==> src/rtl/core/hfdx_pkg.sv <==
// Package for the header frame deframer with XOR checksum.
// Holds the parser phase type, header constants and the state and result structs.
// No dependencies.
package hfdx_pkg;

   typedef enum logic [2:0] {
      PH_HUNT  = 3'd0,
      PH_N     = 3'd1,
      PH_E     = 3'd2,
      PH_R     = 3'd3,
      PH_LEN   = 3'd4,
      PH_TOKEN = 3'd5,
      PH_BODY  = 3'd6
   } phase_type;

   localparam logic       OP_BYTE       = 1'b0;
   localparam logic       OP_TICK       = 1'b1;

   localparam logic [7:0] HDR_U         = 8'h55;
   localparam logic [7:0] HDR_N         = 8'h4E;
   localparam logic [7:0] HDR_E         = 8'h45;
   localparam logic [7:0] HDR_R         = 8'h52;
   localparam logic [7:0] HDR_TOKEN     = 8'h3A;
   localparam logic [7:0] TIMEOUT_RESET = 8'd5;

   typedef struct packed {
      phase_type  phase;
      logic [7:0] running_xor;
      logic [7:0] bytes_left;
      logic [7:0] timeout_left;
      logic [7:0] body_count;
   } state_type;

   typedef struct packed {
      logic       body_valid;
      logic [7:0] body_byte;
      logic [7:0] body_position;
      logic       frame_ok;
      logic       frame_bad;
      logic       timed_out;
   } result_type;

endpackage

==> src/rtl/core/hfdx_parser.sv <==
// Single-step parser of the deframer: next parser state and result for one request.
// Purely combinational; uses hfdx_pkg.
module hfdx_parser (
   input  logic                  op,
   input  logic [7:0]            rx_byte,
   input  logic [7:0]            timeout_ticks,
   input  hfdx_pkg::state_type   cur,
   output hfdx_pkg::state_type   nxt,
   output hfdx_pkg::result_type  res
);

   logic [7:0] expected;
   logic [7:0] left_dec;
   logic       is_u;
   logic       expire;

   always_comb begin
      unique case (cur.phase)
         hfdx_pkg::PH_N: expected = hfdx_pkg::HDR_N;
         hfdx_pkg::PH_E: expected = hfdx_pkg::HDR_E;
         hfdx_pkg::PH_R: expected = hfdx_pkg::HDR_R;
         default:        expected = hfdx_pkg::HDR_TOKEN;
      endcase
   end

   assign left_dec = cur.bytes_left - 8'd1;
   assign is_u     = (rx_byte == hfdx_pkg::HDR_U);
   assign expire   = (cur.timeout_left == 8'd1);

   // next state
   always_comb begin
      nxt = cur;
      if (op == hfdx_pkg::OP_TICK) begin
         if (cur.timeout_left != 8'd0) begin
            nxt.timeout_left = cur.timeout_left - 8'd1;
            if (expire) begin
               nxt.phase = hfdx_pkg::PH_HUNT;
            end
         end
      end else begin
         unique case (cur.phase)
            hfdx_pkg::PH_HUNT: begin
               if (is_u) begin
                  nxt.phase        = hfdx_pkg::PH_N;
                  nxt.timeout_left = timeout_ticks;
                  nxt.running_xor  = rx_byte;
               end
            end
            hfdx_pkg::PH_N, hfdx_pkg::PH_E, hfdx_pkg::PH_R, hfdx_pkg::PH_TOKEN: begin
               if (rx_byte == expected) begin
                  nxt.running_xor = cur.running_xor ^ rx_byte;
                  nxt.phase       = hfdx_pkg::phase_type'(cur.phase + 3'd1);
               end else if (is_u) begin
                  nxt.phase        = hfdx_pkg::PH_N;
                  nxt.timeout_left = timeout_ticks;
                  nxt.running_xor  = rx_byte;
               end else begin
                  nxt.phase = hfdx_pkg::PH_HUNT;
               end
            end
            hfdx_pkg::PH_LEN: begin
               nxt.running_xor = cur.running_xor ^ rx_byte;
               nxt.bytes_left  = rx_byte;
               nxt.body_count  = 8'd0;
               nxt.phase       = hfdx_pkg::PH_TOKEN;
            end
            hfdx_pkg::PH_BODY: begin
               nxt.bytes_left = left_dec;
               if (left_dec != 8'd0) begin
                  nxt.running_xor = cur.running_xor ^ rx_byte;
                  nxt.body_count  = cur.body_count + 8'd1;
               end else begin
                  nxt.phase = hfdx_pkg::PH_HUNT;
               end
            end
            default: begin
               nxt.phase = hfdx_pkg::PH_HUNT;
            end
         endcase
      end
   end

   // result
   always_comb begin
      res = '0;
      if (op == hfdx_pkg::OP_TICK) begin
         res.timed_out = expire;
      end else if (cur.phase == hfdx_pkg::PH_BODY) begin
         if (left_dec != 8'd0) begin
            res.body_valid    = 1'b1;
            res.body_byte     = rx_byte;
            res.body_position = cur.body_count;
         end else begin
            res.frame_ok  = (rx_byte == cur.running_xor);
            res.frame_bad = (rx_byte != cur.running_xor);
         end
      end
   end

endmodule

==> src/rtl/core/header_frame_deframer_xor_core.sv <==
// A request is held in the input register; its result is held in the response register.
// Throughput: one request per cycle; the parser step is one pass between the
// input register and the response register, which stall together on rsp_tready.
// Reset: synchronous, active high; clears the pipeline valids and parser state
// and loads the timeout register with 5.
module header_frame_deframer_xor_core (
   input  logic        clock,
   input  logic        reset,
   input  logic        req_tvalid,
   output logic        req_tready,
   input  logic [7:0]  req_tdata,   // [7:0] rx_byte
   input  logic        req_tuser,   // [0] op
   output logic        rsp_tvalid,
   input  logic        rsp_tready,
   output logic [15:0] rsp_tdata,   // [7:0] body_byte, [15:8] body_position
   output logic [3:0]  rsp_tuser,   // [0] body_valid, [1] frame_ok, [2] frame_bad, [3] timed_out
   input  logic        csr_valid,
   output logic        csr_ready,
   input  logic [7:0]  csr_data     // timeout_ticks
);

   logic                 in_valid_ff;
   logic                 op_ff;
   logic [7:0]           byte_ff;
   logic                 out_valid_ff;
   hfdx_pkg::result_type res_ff;
   hfdx_pkg::result_type res_in;
   hfdx_pkg::state_type  state_ff;
   hfdx_pkg::state_type  state_in;
   logic [7:0]           timeout_ticks_ff;
   logic                 advance;
   logic                 step;

   assign advance    = !out_valid_ff || rsp_tready;
   assign step       = in_valid_ff && advance;
   assign req_tready = !in_valid_ff || advance;
   assign csr_ready  = 1'b1;

   hfdx_parser u_parser (
      .op            (op_ff),
      .rx_byte       (byte_ff),
      .timeout_ticks (timeout_ticks_ff),
      .cur           (state_ff),
      .nxt           (state_in),
      .res           (res_in)
   );

   always_ff @(posedge clock) begin
      if (reset) begin
         in_valid_ff      <= 1'b0;
         out_valid_ff     <= 1'b0;
         state_ff         <= '0;
         timeout_ticks_ff <= hfdx_pkg::TIMEOUT_RESET;
      end else begin
         if (req_tready) begin
            in_valid_ff <= req_tvalid;
         end
         if (advance) begin
            out_valid_ff <= in_valid_ff;
         end
         if (step) begin
            state_ff <= state_in;
         end
         if (csr_valid && csr_ready) begin
            timeout_ticks_ff <= csr_data;
         end
      end
   end

   always_ff @(posedge clock) begin
      if (req_tvalid && req_tready) begin
         op_ff   <= req_tuser;
         byte_ff <= req_tdata;
      end
      if (step) begin
         res_ff <= res_in;
      end
   end

   assign rsp_tvalid = out_valid_ff;
   assign rsp_tdata  = {res_ff.body_position, res_ff.body_byte};
   assign rsp_tuser  = {res_ff.timed_out, res_ff.frame_bad, res_ff.frame_ok, res_ff.body_valid};

`ifndef ASSERT_OFF
   a_one_flag: assert property (@(posedge clock) disable iff (reset)
      rsp_tvalid |-> $onehot0(rsp_tuser))
      else $error("more than one response flag set");

   a_body_pos: assert property (@(posedge clock) disable iff (reset)
      (rsp_tvalid && rsp_tuser[0]) |-> (rsp_tdata[15:8] != 8'hFF))
      else $error("body position out of range");

   a_expire_hunt: assert property (@(posedge clock) disable iff (reset)
      (step && op_ff == hfdx_pkg::OP_TICK && state_ff.timeout_left == 8'd1)
      |=> (state_ff.phase == hfdx_pkg::PH_HUNT && res_ff.timed_out))
      else $error("timeout expiry did not return to hunt");
`endif

endmodule

==> config.mk <==
export PLATFORM = sky130hd
export DESIGN_NAME = header_frame_deframer_xor_core
export DESIGN_NICKNAME = d
export VERILOG_FILES = /design/src/rtl/core/hfdx_pkg.sv /design/src/rtl/core/hfdx_parser.sv /design/src/rtl/core/header_frame_deframer_xor_core.sv
export SDC_FILE = /design/constraint.sdc
export NUM_CORES = 1
export LEC_CHECK = 0
export BUFFER_PORTS_ARGS = -buffer_cell sky130_fd_sc_hd__buf_2
export CAP_MARGIN = 20
export CORE_MARGIN = 2
export CORE_UTILIZATION = 58
export CTS_CLUSTER_SIZE = 25
export DETAILED_ROUTE_END_ITERATION = 6
export HOLD_SLACK_MARGIN = 0.06
export PLACE_DENSITY = 0.79
export SLEW_MARGIN = 20
export SYNTH_ARGS = -nofsm -noshare
export SYNTH_HDL_FRONTEND = slang
export SYNTH_SLANG_ARGS = --single-unit
==> constraint.sdc <==
create_clock -name clock -period 4 [get_ports clock]
set_input_delay 0.4 -clock clock [delete_from_list [all_inputs] [get_ports clock]]
set_output_delay 0.4 -clock clock [all_outputs]
set_load 0.01 [all_outputs]
==> metrics.cfg <==
[sta]
grt_setup_unrepaired = no
fin_skew_ns = 0.00878
tns_ns = 0
fmax_ghz = 0.325
worst_pin_slew_ns = 1.03
drv_slew = 0
period_needed_ns = 3.07
finalSetupViolCount = 0
fin_crit_sh_pct = 76.8
relSlewSlack_pct = 31.0
hold_violations = 0

[synthesis]
synthArstFlopShare_pct = 0
synth.distinct_cells = 57
synth_compound_area_share_pct = 18.7
synth_enable_flop_cells = 29
synth_top_family_by_area = simple AND/OR/NAND/NOR gates
synthSimpleGateAreaFrac_pct = 21.5
yosys_warnings = 0
synth_mux_area_share_pct = 2.36
syn_nets = 453
synth_fa_ha_area_share_pct = 3.24
netlist_area_um2 = 3860
synth.avg_cell_area_um2 = 9.18
ys_seq_area_share_pct = 45.9
synth_cells = 421
yosys.area_share.xor_xnor_pct = 3.85
ys_seq_elements = 74
synthFlopType = dfxtp_1

[grt]
grt_pass1_vias = 3047
grt_max_degree = 39
gr-usage-all-layers_pct = 24.8
grt_antenna_before_repair = 0
grt_overflow = 0
grt_pass1_wl_mm = 14.3

[floorplanning]
fp-row-count = 29
ios = 45
fp.dieW_um = 85.6
dieArea_um2 = 7330
start_util_pct = 60.5
chipHeight_um = 85.6
core_um2 = 6390

[worst_setup_path]
rr_startpoint = state_ff[16]$_SDFFE_PP0P_
worstPathRequired_ns = 4.29
critPathBufInv = 1
rr_endpoint = state_ff[33]$_SDFFE_PP0P_
start_kind = flop
crit_chain = inv_1 > ha_1 > or3b_1 > o31a_1 > o311a_4 > or3_1 > or4_1 > a21oi_1
cp_slowest_cell = or4_1
worst-endpoint-arrival_ns = 3.36
cp_max_fo = 18
ff2ff_setup_slack_ns = 0.93
cpLargestDelayFamily = simple AND/OR/NAND/NOR gates
cp-end-kind = flop
slowest_delay_ns = 0.52
crit_type = flop to flop
ff2ff_path_depth = 8

[placed_design]
dp.cells = 521
globalplace.congestion = 0.929
numPortBuffers = 43
dp_hpwl_mm = 5.93

[routing]
vias_per_cell = 6.09
routed.top_layer = met4
wl_mm = 8.59
drt_iter0_markers = 254
dr.pass1.iters = 5
route.met2.wl_mm = 3.91
vias = 3271
drc = 0
m1WireLength_mm = 3.98
wire_per_inst_um = 16.0
met3WireLength_um = 574
detail-route-antenna-nets = 0

[cts]
holdBufCountCts = 0
cts_sinks = 74
cts_buffers = 9
cts_root_buf = clkbuf_8
clk_pin_slew_ns = 0.08
clock_latency_ns = 0.36
cts_resized = 0
cts_setup_buffers = 0
cts_tree = built
clockBufferDepth = 2
h-tree-depth = 3

[cells_and_area]
final_common_cell = dfxtp_1
final_layout_size_suffix_gt1_share_pct = 15.4
syn_to_final_growth_pct = 12.0
mostFrequentLayoutCells = dfxtp_1 (45), buf_2 (43), nand2_1 (40)
nets = 487
layout.cells.non_filler = 537
diodes = 0

[outcome]
status = finished, final reports clean

[worst_hold_path]
min-delay-start = req_tdata[0]
whs_endpoint = byte_ff[0]$_DFFE_PP_
min_path_cells = 1
hp-class = input pin to flop

[pwr]
p_leak_nw = 1.58
powerDensity_nw_per_um2 = 365
vdd_drop_max_mv = 0.280

[job]
maxCapViolCount = 0

[worst max-delay path by stage]
stage	depth (start not counted)	end	from
finish	8	state_ff[33]$_SDFFE_PP0P_	state_ff[16]$_SDFFE_PP0P_
global route	8	state_ff[33]$_SDFFE_PP0P_	state_ff[16]$_SDFFE_PP0P_
CTS	8	state_ff[33]$_SDFFE_PP0P_	state_ff[16]$_SDFFE_PP0P_
detailed placement	8	state_ff[33]$_SDFFE_PP0P_	state_ff[16]$_SDFFE_PP0P_
global placement	8	state_ff[33]$_SDFFE_PP0P_	state_ff[16]$_SDFFE_PP0P_
floorplan	7	state_ff[33]$_SDFFE_PP0P_	rsp_tvalid$_SDFFE_PP0P_
[worst register-to-register path, delay by kind of cell, from the launching register on]
kind,cells,cell delay [ns]
AO/OA/AOI/OAI,3,0.93
adder cells (fa/ha/maj),1,0.22
buffers and inverters,1,0.08
flip-flops,1,0.36
AND/OR/NAND/NOR,3,1.41
[synthesized netlist by cell type, drive strengths merged, types with 6 or more instances]
| library cell | number | area [um^2] |
|---|---|---|
| a211oi | 10 | 75.1 |
| a21oi | 23 | 115 |
| a22oi | 9 | 67.6 |
| and2 | 19 | 119 |
| clkbuf | 21 | 78.8 |
| dfxtp | 45 | 901 |
| edfxtp | 29 | 871 |
| ha | 10 | 125 |
| inv | 21 | 78.8 |
| mux2i | 8 | 80.1 |
| nand2 | 40 | 150 |
| nand3 | 6 | 30.0 |
| nand4 | 9 | 56.3 |
| nor2 | 34 | 128 |
| nor2b | 7 | 43.8 |
| nor3 | 16 | 80.1 |
| nor4 | 6 | 43.8 |
| o21ai | 21 | 105 |
| o32ai | 8 | 70.1 |
| xnor2 | 14 | 123 |
[where the power goes]
group	total, mW	leakage, nW	internal [mW]	switching, mW
clock	0.636	0.107	0.351	0.285
sequential	0.829	0.629	0.807	0.0218
combinational	0.113	0.841	0.0437	0.0692
[final cells by class]
type / count / area, um^2
inverter: 22 / 82.6
sequential: 74 / 1770
clock inverter: 5 / 78.8
fill: 513 / 2060
multi-input combinational: 302 / 1930
timing repair buffer: 46 / 238
tap: 77 / 96.3
clock buffer: 11 / 131
[registers in the layout, summed over array words and instances (netlist names)]
name and count:
rsp_tvalid 1, rsp_tuser 4, timeout_ticks_ff 8, in_valid_ff 1
op_ff 1, rsp_tdata 16, byte_ff 8, state_ff 35
[logic make-up after synthesis]
| logic type | after synthesis |
|---|---|
| xor+xnor | 17 |
| simple gates | 161 |
| other cells | 1 |
| flops | 74 |
| fa+ha+maj | 10 |
| buf+inv | 45 |
| mux | 9 |
| compound gates | 104 |
[per-stage QoR]
stage	total power [mW]	hold WS, ns	area, um^2	utilization (%)	setup slack, ns
after floorplan	0.914	0.442	3860	-	0.987
after global placement	0.954	0.460	4120	64.5	1.06
after detailed placement	0.957	0.475	4120	64.5	0.976
after CTS	1.58	0.197	4330	67.8	0.949
after global routing	1.63	0.202	4330	67.8	0.771
final	1.58	0.209	4330	67.8	0.928
[routing by layer]
metal  GRT usage (%)  vias to the layer above
li1                -                     1614
met1            33.5                     1506
met2            38.5                      139
met3            5.68                       12
met4            10.4                        0
met5               0                        -
Power figures use the tool's default switching activity.
